File: config.mk
export PLATFORM = sky130hd
export DESIGN_NAME = rgb_to_v210_packer_top_flat
export DESIGN_NICKNAME = d
export VERILOG_FILES = /design/src/rtl/rgbv210_pkg.sv /design/src/rtl/rgbv210_ifs.sv /design/src/rtl/rgbv210_front.sv /design/src/rtl/rgbv210_queue.sv /design/src/rtl/rgbv210_back.sv /design/src/rtl/rgbv210_to_v210_packer_top.sv /design/src/flat_wrapper.sv
export SDC_FILE = /design/constraint.sdc
export NUM_CORES = 2
export LEC_CHECK = 0
export ABC_AREA = 1
export BUFFER_PORTS_ARGS = -buffer_cell sky130_fd_sc_hd__buf_4
export CORE_ASPECT_RATIO = 0.75
export CORE_MARGIN = 5
export CORE_UTILIZATION = 40
export CTS_CLUSTER_DIAMETER = 60
export DETAILED_ROUTE_END_ITERATION = 6
export GPL_TIMING_DRIVEN = 0
export PLACE_DENSITY = 0.59
export SLEW_MARGIN = 5
export SYNTH_ARGS = -nofsm -noshare
export SYNTH_HDL_FRONTEND = slang
export SYNTH_HIERARCHICAL = 1
export SYNTH_SLANG_ARGS = --single-unit
File: constraint.sdc
create_clock -name clk -period 9.1 [get_ports clk]
set_input_delay 1.82 -clock clk [delete_from_list [all_inputs] [get_ports clk]]
set_output_delay 1.82 -clock clk [all_outputs]
set_load 0.01 [all_outputs]
File: src/rtl/rgbv210_pkg.sv
`timescale 1ns / 1ps

package rgbv210_pkg;

	// Queue between front and back, in groups
	localparam int QUEUE_DEPTH = 4;

	// Configuration port
	localparam int CFG_INDEX_W = 2;
	localparam int CFG_DATA_W  = 13;

	localparam logic [CFG_INDEX_W-1:0] REG_WIDE_GAMUT = 2'd0;
	localparam logic [CFG_INDEX_W-1:0] REG_ALPHA_KEY  = 2'd1;
	localparam logic [CFG_INDEX_W-1:0] REG_ROW_WIDTH  = 2'd2;

	localparam int COL_W = 13;
	localparam logic [COL_W-1:0] MAX_ROW_WIDTH   = 13'd8191;
	localparam logic [COL_W-1:0] ROW_WIDTH_RESET = 13'd1920;

	// Samples and words
	localparam int CHAN_W          = 8;
	localparam int SAMPLE_W        = 10;
	localparam int WORD_W          = 3 * SAMPLE_W;
	localparam int WORDS_PER_GROUP = 4;
	localparam int PIX_PER_GROUP   = 6;

	localparam logic [SAMPLE_W-1:0] BLACK_Y = 10'd64;
	localparam logic [SAMPLE_W-1:0] BLACK_C = 10'd512;

	// Black group words: Cb Y Cr on even words, Y C Y on odd words
	localparam logic [WORD_W-1:0] BLACK_WORD_EVEN = {BLACK_C, BLACK_Y, BLACK_C};
	localparam logic [WORD_W-1:0] BLACK_WORD_ODD  = {BLACK_Y, BLACK_C, BLACK_Y};

	// One finished group: four words, black groups to follow, row end flag
	typedef struct packed {
		logic [WORDS_PER_GROUP-1:0][WORD_W-1:0] words;
		logic [2:0]                             pad_groups;
		logic                                   row_end;
	} grp_entry_t;

	// Group word with its valid, used for queue push and queue head
	typedef struct packed {
		logic       valid;
		grp_entry_t entry;
	} grp_slot_t;

endpackage

File: src/rtl/rgbv210_ifs.sv
`timescale 1ns / 1ps

// Pixel channel
interface rgbv210_pix_if;
	logic                           valid;
	logic                           ready;
	logic [rgbv210_pkg::CHAN_W-1:0] red;
	logic [rgbv210_pkg::CHAN_W-1:0] green;
	logic [rgbv210_pkg::CHAN_W-1:0] blue;
	logic [rgbv210_pkg::CHAN_W-1:0] alpha;

	modport source (output valid, red, green, blue, alpha, input ready);
	modport sink   (input valid, red, green, blue, alpha, output ready);
endinterface

// Packed video word channel
interface rgbv210_word_if;
	logic                           valid;
	logic                           ready;
	logic [rgbv210_pkg::WORD_W-1:0] video_word;
	logic                           row_done;

	modport source (output valid, video_word, row_done, input ready);
	modport sink   (input valid, video_word, row_done, output ready);
endinterface

// Configuration write channel
interface rgbv210_cfg_if;
	logic                                valid;
	logic                                ready;
	logic [rgbv210_pkg::CFG_INDEX_W-1:0] index;
	logic [rgbv210_pkg::CFG_DATA_W-1:0]  data;

	modport source (output valid, index, data, input ready);
	modport sink   (input valid, index, data, output ready);
endinterface

File: src/rtl/rgbv210_front.sv
`timescale 1ns / 1ps

module rgbv210_front #(
	parameter int DEPTH = rgbv210_pkg::QUEUE_DEPTH
) (
	input  logic                   clk,
	input  logic                   arst_n,
	rgbv210_cfg_if.sink            cfg,
	rgbv210_pix_if.sink            pix,
	input  logic                   pop,
	output rgbv210_pkg::grp_slot_t push
);

	localparam int SW    = rgbv210_pkg::SAMPLE_W;
	localparam int CW    = rgbv210_pkg::COL_W;
	localparam int RES_W = $clog2(DEPTH + 1);
	localparam logic [RES_W-1:0] RES_FULL = RES_W'(DEPTH);

	// Coefficients: Y r g b, Cb r g b, Cr r g b
	localparam logic signed [21:0] COEF_709 [9] = '{
		22'sd222951,  22'sd750098,  22'sd75663,
		-22'sd100459, -22'sd337802, 22'sd438223,
		22'sd438223,  -22'sd398337, -22'sd39908
	};
	localparam logic signed [21:0] COEF_2020 [9] = '{
		22'sd275375,  22'sd710743,  22'sd62594,
		-22'sd146420, -22'sd377856, 22'sd524288,
		22'sd524288,  -22'sd482393, -22'sd41857
	};

	typedef struct packed {
		logic [2:0] slot;
		logic       emit;
		logic       row_end;
		logic [2:0] pad_groups;
	} pix_tag_t;

	// round(v * 1023 / 255) for an 8-bit value
	function automatic logic [SW-1:0] scale10(input logic [7:0] v);
		logic [SW-1:0] r;
		r = {v, 2'b00};
		r = r + SW'(v >= 8'd43) + SW'(v >= 8'd128) + SW'(v >= 8'd213);
		return r;
	endfunction

	// Floor shift by 20, add offset, clamp
	function automatic logic [SW-1:0] clamp_sample(input logic signed [31:0] sum,
		input logic [SW-1:0] ofs, input logic [SW-1:0] lo, input logic [SW-1:0] hi);
		logic signed [12:0] v;
		v = $signed({sum[31], sum[31:20]}) + $signed({3'b000, ofs});
		if (v < $signed({3'b000, lo})) begin
			return lo;
		end else if (v > $signed({3'b000, hi})) begin
			return hi;
		end
		return v[SW-1:0];
	endfunction

	function automatic logic [SW-1:0] avg2(input logic [SW-1:0] a, input logic [SW-1:0] b);
		logic [SW:0] s;
		s = {1'b0, a} + {1'b0, b} + (SW+1)'(1);
		return s[SW:1];
	endfunction

	// Configuration registers
	logic          wide_gamut_q;
	logic          alpha_key_q;
	logic [CW-1:0] row_width_q;

	assign cfg.ready = 1'b1;

	always_ff @(posedge clk or negedge arst_n) begin
		if (!arst_n) begin
			wide_gamut_q <= 1'b0;
			alpha_key_q  <= 1'b0;
			row_width_q  <= rgbv210_pkg::ROW_WIDTH_RESET;
		end else if (cfg.valid) begin
			case (cfg.index)
				rgbv210_pkg::REG_WIDE_GAMUT: wide_gamut_q <= cfg.data[0];
				rgbv210_pkg::REG_ALPHA_KEY:  alpha_key_q  <= cfg.data[0];
				rgbv210_pkg::REG_ROW_WIDTH:  row_width_q  <= cfg.data[CW-1:0];
				default: ;
			endcase
		end
	end

	// Row position state
	logic [CW-1:0] column_count_q;
	logic [2:0]    slot_index_q;
	logic [2:0]    group_in_block_q;
	logic [RES_W-1:0] reserved_q;

	logic          accept;
	logic [CW-1:0] width;
	logic [2:0]    slot;
	logic          last;
	logic [2:0]    gib_next;
	pix_tag_t      tag_now;

	assign pix.ready = (reserved_q != RES_FULL);
	assign accept    = pix.valid && pix.ready;

	always_comb begin
		width    = (row_width_q > rgbv210_pkg::MAX_ROW_WIDTH) ?
			rgbv210_pkg::MAX_ROW_WIDTH : row_width_q;
		slot     = (slot_index_q > 3'd5) ? 3'd5 : slot_index_q;
		last     = ({1'b0, column_count_q} + (CW+1)'(1)) >= {1'b0, width};
		gib_next = group_in_block_q + 3'd1;
		tag_now.slot       = slot;
		tag_now.emit       = (slot == 3'd5) || last;
		tag_now.row_end    = last;
		tag_now.pad_groups = last ? (3'd0 - gib_next) : 3'd0;
	end

	// Advance row position on each accepted pixel
	always_ff @(posedge clk or negedge arst_n) begin
		if (!arst_n) begin
			column_count_q   <= '0;
			slot_index_q     <= '0;
			group_in_block_q <= '0;
		end else if (accept) begin
			if (!tag_now.emit) begin
				slot_index_q   <= slot + 3'd1;
				column_count_q <= column_count_q + CW'(1);
			end else begin
				slot_index_q <= '0;
				if (last) begin
					column_count_q   <= '0;
					group_in_block_q <= '0;
				end else begin
					column_count_q   <= column_count_q + CW'(1);
					group_in_block_q <= gib_next;
				end
			end
		end
	end

	// Reserve a queue place for every group that is on its way
	always_ff @(posedge clk or negedge arst_n) begin
		if (!arst_n) begin
			reserved_q <= '0;
		end else begin
			case ({accept && tag_now.emit, pop})
				2'b10:   reserved_q <= reserved_q + RES_W'(1);
				2'b01:   reserved_q <= reserved_q - RES_W'(1);
				default: ;
			endcase
		end
	end

	// Stage 1: scale channels to 10 bits
	logic                valid_s1, valid_s2, valid_s3, valid_s4;
	pix_tag_t            tag_s1, tag_s2, tag_s3, tag_s4;
	logic [SW-1:0]       rgb_s1 [3];
	logic                bt_s1;
	logic signed [31:0]  prod_s2 [9];
	logic signed [31:0]  sum_s3 [3];
	logic [SW-1:0]       y_s4, cb_s4, cr_s4;

	always_ff @(posedge clk or negedge arst_n) begin
		if (!arst_n) begin
			valid_s1 <= 1'b0;
			valid_s2 <= 1'b0;
			valid_s3 <= 1'b0;
			valid_s4 <= 1'b0;
		end else begin
			valid_s1 <= accept;
			valid_s2 <= valid_s1;
			valid_s3 <= valid_s2;
			valid_s4 <= valid_s3;
		end
	end

	always_ff @(posedge clk) begin
		tag_s1 <= tag_now;
		bt_s1  <= wide_gamut_q;
		if (alpha_key_q) begin
			rgb_s1[0] <= scale10(pix.alpha);
			rgb_s1[1] <= scale10(pix.alpha);
			rgb_s1[2] <= scale10(pix.alpha);
		end else begin
			rgb_s1[0] <= scale10(pix.red);
			rgb_s1[1] <= scale10(pix.green);
			rgb_s1[2] <= scale10(pix.blue);
		end
	end

	// Stage 2: nine coefficient products
	always_ff @(posedge clk) begin
		tag_s2 <= tag_s1;
		for (int k = 0; k < 9; k++) begin
			prod_s2[k] <= (bt_s1 ? COEF_2020[k] : COEF_709[k]) *
				$signed({1'b0, rgb_s1[k % 3]});
		end
	end

	// Stage 3: sum per component
	always_ff @(posedge clk) begin
		tag_s3 <= tag_s2;
		for (int c = 0; c < 3; c++) begin
			sum_s3[c] <= prod_s2[3*c] + prod_s2[3*c+1] + prod_s2[3*c+2];
		end
	end

	// Stage 4: shift, offset and clamp
	always_ff @(posedge clk) begin
		tag_s4 <= tag_s3;
		y_s4   <= clamp_sample(sum_s3[0], rgbv210_pkg::BLACK_Y, 10'd64, 10'd940);
		cb_s4  <= clamp_sample(sum_s3[1], rgbv210_pkg::BLACK_C, 10'd64, 10'd960);
		cr_s4  <= clamp_sample(sum_s3[2], rgbv210_pkg::BLACK_C, 10'd64, 10'd960);
	end

	// Hold the first five pixels of a group
	logic [SW-1:0] luma_hold_q      [5];
	logic [SW-1:0] blue_diff_hold_q [5];
	logic [SW-1:0] red_diff_hold_q  [5];

	always_ff @(posedge clk) begin
		if (valid_s4 && !tag_s4.emit) begin
			luma_hold_q[tag_s4.slot]      <= y_s4;
			blue_diff_hold_q[tag_s4.slot] <= cb_s4;
			red_diff_hold_q[tag_s4.slot]  <= cr_s4;
		end
	end

	// Assemble the group: held pixels, current pixel, black fill
	logic [SW-1:0] gy  [6];
	logic [SW-1:0] gcb [6];
	logic [SW-1:0] gcr [6];
	logic [SW-1:0] b0, b1, b2, r0, r1, r2;

	always_comb begin
		for (int i = 0; i < 5; i++) begin
			if (3'(i) < tag_s4.slot) begin
				gy[i]  = luma_hold_q[i];
				gcb[i] = blue_diff_hold_q[i];
				gcr[i] = red_diff_hold_q[i];
			end else if (3'(i) == tag_s4.slot) begin
				gy[i]  = y_s4;
				gcb[i] = cb_s4;
				gcr[i] = cr_s4;
			end else begin
				gy[i]  = rgbv210_pkg::BLACK_Y;
				gcb[i] = rgbv210_pkg::BLACK_C;
				gcr[i] = rgbv210_pkg::BLACK_C;
			end
		end
		if (tag_s4.slot == 3'd5) begin
			gy[5]  = y_s4;
			gcb[5] = cb_s4;
			gcr[5] = cr_s4;
		end else begin
			gy[5]  = rgbv210_pkg::BLACK_Y;
			gcb[5] = rgbv210_pkg::BLACK_C;
			gcr[5] = rgbv210_pkg::BLACK_C;
		end
		b0 = avg2(gcb[0], gcb[1]);
		b1 = avg2(gcb[2], gcb[3]);
		b2 = avg2(gcb[4], gcb[5]);
		r0 = avg2(gcr[0], gcr[1]);
		r1 = avg2(gcr[2], gcr[3]);
		r2 = avg2(gcr[4], gcr[5]);

		push.valid            = valid_s4 && tag_s4.emit;
		push.entry.words[0]   = {r0, gy[0], b0};
		push.entry.words[1]   = {gy[2], b1, gy[1]};
		push.entry.words[2]   = {b2, gy[3], r1};
		push.entry.words[3]   = {gy[5], r2, gy[4]};
		push.entry.pad_groups = tag_s4.pad_groups;
		push.entry.row_end    = tag_s4.row_end;
	end

endmodule

File: src/rtl/rgbv210_queue.sv
`timescale 1ns / 1ps

module rgbv210_queue #(
	parameter int DEPTH = rgbv210_pkg::QUEUE_DEPTH
) (
	input  logic                   clk,
	input  logic                   arst_n,
	input  rgbv210_pkg::grp_slot_t push,
	input  logic                   pop,
	output rgbv210_pkg::grp_slot_t head
);

	localparam int PTR_W = (DEPTH > 1) ? $clog2(DEPTH) : 1;
	localparam int CNT_W = $clog2(DEPTH + 1);
	localparam logic [PTR_W-1:0] PTR_LAST = PTR_W'(DEPTH - 1);

	rgbv210_pkg::grp_entry_t mem_q [DEPTH];
	logic [PTR_W-1:0] wr_ptr_q;
	logic [PTR_W-1:0] rd_ptr_q;
	logic [CNT_W-1:0] count_q;

	// Store pushed groups; the front never pushes into a full queue
	always_ff @(posedge clk) begin
		if (push.valid) begin
			mem_q[wr_ptr_q] <= push.entry;
		end
	end

	always_ff @(posedge clk or negedge arst_n) begin
		if (!arst_n) begin
			wr_ptr_q <= '0;
			rd_ptr_q <= '0;
			count_q  <= '0;
		end else begin
			if (push.valid) begin
				wr_ptr_q <= (wr_ptr_q == PTR_LAST) ? '0 : wr_ptr_q + PTR_W'(1);
			end
			if (pop) begin
				rd_ptr_q <= (rd_ptr_q == PTR_LAST) ? '0 : rd_ptr_q + PTR_W'(1);
			end
			case ({push.valid, pop})
				2'b10:   count_q <= count_q + CNT_W'(1);
				2'b01:   count_q <= count_q - CNT_W'(1);
				default: ;
			endcase
		end
	end

	assign head.valid = (count_q != '0);
	assign head.entry = mem_q[rd_ptr_q];

endmodule

File: src/rtl/rgbv210_back.sv
`timescale 1ns / 1ps

module rgbv210_back (
	input  logic                   clk,
	input  logic                   arst_n,
	input  rgbv210_pkg::grp_slot_t head,
	output logic                   pop,
	rgbv210_word_if.source         word
);

	localparam int WW = rgbv210_pkg::WORD_W;

	logic [1:0]    idx_q;
	logic          pad_phase_q;
	logic [2:0]    pads_left_q;
	logic          out_valid_q;
	logic [WW-1:0] out_word_q;
	logic          out_done_q;

	logic          adv;
	logic          take;
	logic          last_of_group;
	logic          last_of_entry;
	logic [WW-1:0] next_word;

	assign adv  = !out_valid_q || word.ready;
	assign take = adv && head.valid;

	always_comb begin
		last_of_group = (idx_q == 2'd3);
		if (pad_phase_q) begin
			last_of_entry = last_of_group && (pads_left_q == 3'd1);
			next_word     = idx_q[0] ? rgbv210_pkg::BLACK_WORD_ODD :
				rgbv210_pkg::BLACK_WORD_EVEN;
		end else begin
			last_of_entry = last_of_group && (head.entry.pad_groups == 3'd0);
			next_word     = head.entry.words[idx_q];
		end
	end

	assign pop = take && last_of_entry;

	// Step through group words, then black groups
	always_ff @(posedge clk or negedge arst_n) begin
		if (!arst_n) begin
			idx_q       <= '0;
			pad_phase_q <= 1'b0;
			pads_left_q <= '0;
		end else if (take) begin
			idx_q <= idx_q + 2'd1;
			if (last_of_entry) begin
				pad_phase_q <= 1'b0;
			end else if (last_of_group) begin
				if (pad_phase_q) begin
					pads_left_q <= pads_left_q - 3'd1;
				end else begin
					pad_phase_q <= 1'b1;
					pads_left_q <= head.entry.pad_groups;
				end
			end
		end
	end

	// Output register
	always_ff @(posedge clk or negedge arst_n) begin
		if (!arst_n) begin
			out_valid_q <= 1'b0;
		end else if (adv) begin
			out_valid_q <= head.valid;
		end
	end

	always_ff @(posedge clk) begin
		if (take) begin
			out_word_q <= next_word;
			out_done_q <= last_of_entry && head.entry.row_end;
		end
	end

	assign word.valid      = out_valid_q;
	assign word.video_word = out_word_q;
	assign word.row_done   = out_done_q;

endmodule

File: src/rtl/rgbv210_to_v210_packer_top.sv
`timescale 1ns / 1ps

// Channel  Dir  Fields
// cfg      in   index (2b), data (13b): 0 wide gamut, 1 alpha key, 2 row width
// pix      in   red, green, blue, alpha (8b each)
// word     out  video_word (30b), row_done (1b)
//
// One pixel per cycle while pix.ready is high; every sixth pixel (or the last of a
// row) makes a group of four words, which leave through the output register at one
// word per cycle while word.ready is high. A group is queued once its last pixel has
// passed scale, multiply, sum and clamp and been assembled. At row end up to seven
// black groups follow (up to 28 words); pix.ready falls while QUEUE_DEPTH groups are
// in flight or queued. Reset clears control only.
module rgb_to_v210_packer_top #(
	parameter int QUEUE_DEPTH = rgbv210_pkg::QUEUE_DEPTH
) (
	input  logic           clk,
	input  logic           arst_n,
	rgbv210_cfg_if.sink    cfg,
	rgbv210_pix_if.sink    pix,
	rgbv210_word_if.source word
);

	rgbv210_pkg::grp_slot_t push;
	rgbv210_pkg::grp_slot_t head;
	logic                   pop;

	rgbv210_front #(.DEPTH(QUEUE_DEPTH)) u_front (
		.clk    (clk),
		.arst_n (arst_n),
		.cfg    (cfg),
		.pix    (pix),
		.pop    (pop),
		.push   (push)
	);

	rgbv210_queue #(.DEPTH(QUEUE_DEPTH)) u_queue (
		.clk    (clk),
		.arst_n (arst_n),
		.push   (push),
		.pop    (pop),
		.head   (head)
	);

	rgbv210_back u_back (
		.clk    (clk),
		.arst_n (arst_n),
		.head   (head),
		.pop    (pop),
		.word   (word)
	);

endmodule

File: src/flat_wrapper.sv
// flat-port wrapper written by rule: the top's interface ports become plain ports
module rgb_to_v210_packer_top_flat 
#(
	parameter int QUEUE_DEPTH = rgbv210_pkg::QUEUE_DEPTH
)
  (clk, arst_n, cfg_valid, cfg_index, cfg_data, cfg_ready, pix_valid, pix_red, pix_green, pix_blue, pix_alpha, pix_ready, word_valid, word_video_word, word_row_done, word_ready);
  rgbv210_cfg_if cfg_i ();
  rgbv210_pix_if pix_i ();
  rgbv210_word_if word_i ();
  input  logic clk;
  input  logic arst_n;
  input wire logic [$bits(cfg_i.valid)-1:0] cfg_valid;
  input wire logic [$bits(cfg_i.index)-1:0] cfg_index;
  input wire logic [$bits(cfg_i.data)-1:0] cfg_data;
  output wire logic [$bits(cfg_i.ready)-1:0] cfg_ready;
  input wire logic [$bits(pix_i.valid)-1:0] pix_valid;
  input wire logic [$bits(pix_i.red)-1:0] pix_red;
  input wire logic [$bits(pix_i.green)-1:0] pix_green;
  input wire logic [$bits(pix_i.blue)-1:0] pix_blue;
  input wire logic [$bits(pix_i.alpha)-1:0] pix_alpha;
  output wire logic [$bits(pix_i.ready)-1:0] pix_ready;
  output wire logic [$bits(word_i.valid)-1:0] word_valid;
  output wire logic [$bits(word_i.video_word)-1:0] word_video_word;
  output wire logic [$bits(word_i.row_done)-1:0] word_row_done;
  input wire logic [$bits(word_i.ready)-1:0] word_ready;
  assign cfg_i.valid = cfg_valid;
  assign cfg_i.index = cfg_index;
  assign cfg_i.data = cfg_data;
  assign cfg_ready = cfg_i.ready;
  assign pix_i.valid = pix_valid;
  assign pix_i.red = pix_red;
  assign pix_i.green = pix_green;
  assign pix_i.blue = pix_blue;
  assign pix_i.alpha = pix_alpha;
  assign pix_ready = pix_i.ready;
  assign word_valid = word_i.valid;
  assign word_video_word = word_i.video_word;
  assign word_row_done = word_i.row_done;
  assign word_i.ready = word_ready;
  rgb_to_v210_packer_top #(.QUEUE_DEPTH(QUEUE_DEPTH)) u_core (.clk(clk), .arst_n(arst_n), .cfg(cfg_i), .pix(pix_i), .word(word_i));
endmodule
==> flow_metrics.env <==
export IMPL_outcome="completed"
export IMPL_grt_util_all_layers_pct=24.8
export IMPL_hold_end="u_core/u_front/tag_s2[3]"
export IMPL_cp_data_arrival_time_ps=8330
export IMPL_design_portCount=86
export IMPL_post_route_cells_drive_above_1_share_pct=4.82
export IMPL_setup_worst_path_start_class="flip-flop"
export IMPL_detail_route_antenna_nets=0
export IMPL_drc=0
export IMPL_worst_setup_path_end_kind="flip-flop"
export IMPL_post_cts_repair_setup_buffers=0
export IMPL_grt_first_pass_wirelength_mm=445
export IMPL_grt_overflow=0
export IMPL_floorplan_die_area_sq_mm=0.239
export IMPL_cts_tree="built"
export IMPL_netlist_instances=10034
export IMPL_max_cap_violations=0
export IMPL_layout_area_overhead_vs_synth_pct=10.2
export IMPL_numPortBuffers=84
export IMPL_ctsRootBufferMaster="sky130_fd_sc_hd__clkbuf_16"
export IMPL_die_height_um=424
export IMPL_synth_enable_flop_cells=677
export IMPL_fmax_mhz=130
export IMPL_clk_transition_reported_paths_ps=60
export IMPL_r2r_worst_path_cells=23
export IMPL_dr_first_iter_drc_count=7009
export IMPL_cts_inserted_buffers=118
export IMPL_drt_wl_total_mm=297
export IMPL_fin_worst_skew_ps=117
export IMPL_timing_critical_path_required_ps=9720
export IMPL_cts_num_sinks=1125
export IMPL_synth_seq_area_share_pct=32.3
export IMPL_rrSetupSlack_ps=1400
export IMPL_min_delay_path_depth=0
export IMPL_setup_viol=0
export IMPL_drt_pass1_iterations=6
export IMPL_synth_area_sq_mm=0.0916
export IMPL_maxSlewViolCount=0
export IMPL_clkLatencyLatePin_ps=810
export IMPL_worst_slew_margin_rel_pct=7.09
export IMPL_post_cts_resized_instances=0
export IMPL_finalSetupTns_ps=0
export IMPL_period_share_pct=84.7
export IMPL_area_of_the_core_sq_mm=0.228
export IMPL_initial_antenna_violation_count=17
export IMPL_vias_per_cell=5.16
export IMPL_layout_min_cycle_time_ps=7700
export IMPL_r2r_start="u_core/u_front/rgb_s1[0][8]"
export IMPL_clock_path_buffers=3
export IMPL_core_rowCount=152
export IMPL_nNetsFinal=12216
export IMPL_syn_area_per_cell_sq_um=9.13
export IMPL_instance_area_after_placement_sq_mm=0.0967
export IMPL_place_hpwl_mm=246
export IMPL_grt_pass1_vias=68331
export IMPL_timing_final_hold_violations=0
export IMPL_synth_top_flop_cell="sky130_fd_sc_hd__edfxtp_1"
export IMPL_worst_hold_startpoint="u_core/u_front/tag_s1[3]"
export IMPL_post_drt_wl_per_cell_um=22.1
export IMPL_grt_setup_unrepaired="false"
export IMPL_synth_async_sr_flop_share_pct=4.89
export IMPL_final_core_utilization_pct=44.2
export IMPL_worst_slew_pin_transition_ps=1390
export IMPL_yosysWarnings=6
export IMPL_synth_ff_latch_count=1125
export IMPL_grt_max_degree=92
export IMPL_critical_path_peak_fanout=9
export IMPL_htree_levels=3
export IMPL_stdcell_area_sq_mm=0.101
export IMPL_holdBufCountCts=0
export IMPL_route_vias_total=69477
export IMPL_r2r_end="u_core/u_front/prod_s2[0][211]"
export IMPL_floorplan_initialDensity_pct=40.1
export IMPL_place_gp_congestion=0.962
export IMPL_path_class="reg -> reg"
export IMPL_synth_unique_cells=60
export IMPL_chip_width_um=563
export IMPL_min_delay_path_class="reg -> reg"
==> logic make-up (layout without fill, tap and decap cells) <==
logic type | after synthesis | in the layout | synth area share (%)
fa+ha+maj | 1882 | 1882 | 33.4
other cells | 2 | 34 | 0.00820
buf+inv | 2250 | 2577 | 9.49
compound gates | 1285 | 1285 | 8.00
xor+xnor | 294 | 294 | 2.82
simple gates | 3196 | 3196 | 14.0
flops | 1125 | 1125 | 32.3
==> worst max path at each step <==
stage	start	endpoint	slack, ps	depth (start not counted)
finish	u_core/u_front/rgb_s1[0][8]	u_core/u_front/prod_s2[0][211]	1400	23
detailed placement	u_core/u_front/rgb_s1[0][8]	u_core/u_front/prod_s2[0][211]	1570	23
floorplan	u_core/u_front/rgb_s1[0][1]	u_core/u_front/prod_s2[0][200]	2930	17
global route	u_core/u_front/rgb_s1[0][8]	u_core/u_front/prod_s2[0][211]	1000	23
CTS	u_core/u_front/rgb_s1[0][8]	u_core/u_front/prod_s2[0][211]	1550	23
global placement	u_core/u_front/rgb_s1[0][0]	u_core/u_front/prod_s2[0][106]	-800	18
==> cell usage in the layout (no fill, tap or decap), types with 23 or more instances in the layout <==
cell type,count
sky130_fd_sc_hd__o211ai_1,136
sky130_fd_sc_hd__fa_1,941
sky130_fd_sc_hd__xnor2_1,94
sky130_fd_sc_hd__conb_1,25
sky130_fd_sc_hd__dfrtp_1,51
sky130_fd_sc_hd__clkbuf_16,125
sky130_fd_sc_hd__nand4_1,68
sky130_fd_sc_hd__xor2_1,199
sky130_fd_sc_hd__nor3_1,84
sky130_fd_sc_hd__a21boi_0,26
sky130_fd_sc_hd__inv_1,2063
sky130_fd_sc_hd__clkbuf_1,87
sky130_fd_sc_hd__o21ai_1,33
sky130_fd_sc_hd__a31oi_1,34
sky130_fd_sc_hd__o21bai_1,54
sky130_fd_sc_hd__nor2_1,802
sky130_fd_sc_hd__ha_1,941
sky130_fd_sc_hd__a21o_1,41
sky130_fd_sc_hd__buf_2,67
sky130_fd_sc_hd__or2_2,23
sky130_fd_sc_hd__edfxtp_1,677
sky130_fd_sc_hd__o21ai_0,419
sky130_fd_sc_hd__nand2_1,1902
sky130_fd_sc_hd__dfxtp_1,390
sky130_fd_sc_hd__nor2_2,24
sky130_fd_sc_hd__buf_4,102
sky130_fd_sc_hd__a21oi_1,470
sky130_fd_sc_hd__nand3_1,246
==> cell usage after synthesis, types with 136 or more instances <==
library cell,number,area share [%]
sky130_fd_sc_hd__inv_1,2068,8.5
sky130_fd_sc_hd__nand2_1,1902,7.8
sky130_fd_sc_hd__fa_1,941,21
sky130_fd_sc_hd__ha_1,941,13
sky130_fd_sc_hd__nor2_1,828,3.4
sky130_fd_sc_hd__edfxtp_1,677,22
sky130_fd_sc_hd__a21oi_1,470,2.6
sky130_fd_sc_hd__o21ai_0,419,2.3
sky130_fd_sc_hd__dfxtp_1,393,8.6
sky130_fd_sc_hd__nand3_1,246,1.3
sky130_fd_sc_hd__xor2_1,199,1.9
sky130_fd_sc_hd__o211ai_1,136,1.1
==> flip-flops by register name (all words and copies together) (netlist names), 10 cells and up <==
name	flops
u_core/u_back/word.video_word	30
u_core/u_front/blue_diff_hold_q	50
u_core/u_front/cb_s4	10
u_core/u_front/column_count_q	13
u_core/u_front/cr_s4	10
u_core/u_front/luma_hold_q	50
u_core/u_front/prod_s2	265
u_core/u_front/red_diff_hold_q	50
u_core/u_front/rgb_s1	30
u_core/u_front/row_width_q	13
u_core/u_front/sum_s3	35
u_core/u_front/y_s4	10
u_core/u_queue/mem_q	496
==> per-stage QoR <==
stage / instances / worst slack (ps) / hold WS, ps
after global routing: 13465 / 995 / 321
after detailed placement: 13242 / 1570 / 312
after floorplan: 10057 / 2930 / 310
after global placement: 13221 / -803 / 312
final: 13473 / 1400 / 325
after CTS: 13464 / 1550 / 325
==> area by class of cell <==
| cell class | count | area, sq um |
|---|---|---|
| sequential | 1125 | 29600 |
| inverter | 2081 | 7850 |
| multi-input combinational | 6682 | 53500 |
| fill | 22086 | 127000 |
| tap | 3080 | 3850 |
| clock inverter | 60 | 788 |
| antenna | 9 | 22.5 |
| timing repair buffer | 105 | 1020 |
| clock buffer | 162 | 3410 |
| buffer | 169 | 882 |
==> layer usage <==
metal,wire [um],global-route usage [%]
met5,34,0
met4,5720,4.58
met3,29700,5.37
met2,116000,34.1
met1,145000,39.8
==> critical path: stages (launching register included) <==
cell and delay [ps]:
sky130_fd_sc_hd__dfxtp_1 830, sky130_fd_sc_hd__inv_1 410, sky130_fd_sc_hd__nor2_1 620, sky130_fd_sc_hd__inv_1 260
sky130_fd_sc_hd__nor2_1 700, sky130_fd_sc_hd__inv_1 270, sky130_fd_sc_hd__nand2_1 360, sky130_fd_sc_hd__inv_1 190
sky130_fd_sc_hd__fa_1 570, sky130_fd_sc_hd__fa_1 560, sky130_fd_sc_hd__inv_1 60, sky130_fd_sc_hd__fa_1 530
sky130_fd_sc_hd__inv_1 50, sky130_fd_sc_hd__fa_1 500, sky130_fd_sc_hd__inv_1 40, sky130_fd_sc_hd__ha_1 340
sky130_fd_sc_hd__a21oi_1 300, sky130_fd_sc_hd__o21ai_0 200, sky130_fd_sc_hd__a21oi_1 240, sky130_fd_sc_hd__nor2_1 60
sky130_fd_sc_hd__nor3_1 200, sky130_fd_sc_hd__nand2_1 80, sky130_fd_sc_hd__nand2_1 70, sky130_fd_sc_hd__nand2_1 100
Power is not shown: default switching activity piles up to over one toggle a cycle in this logic, so the estimate is an artifact.
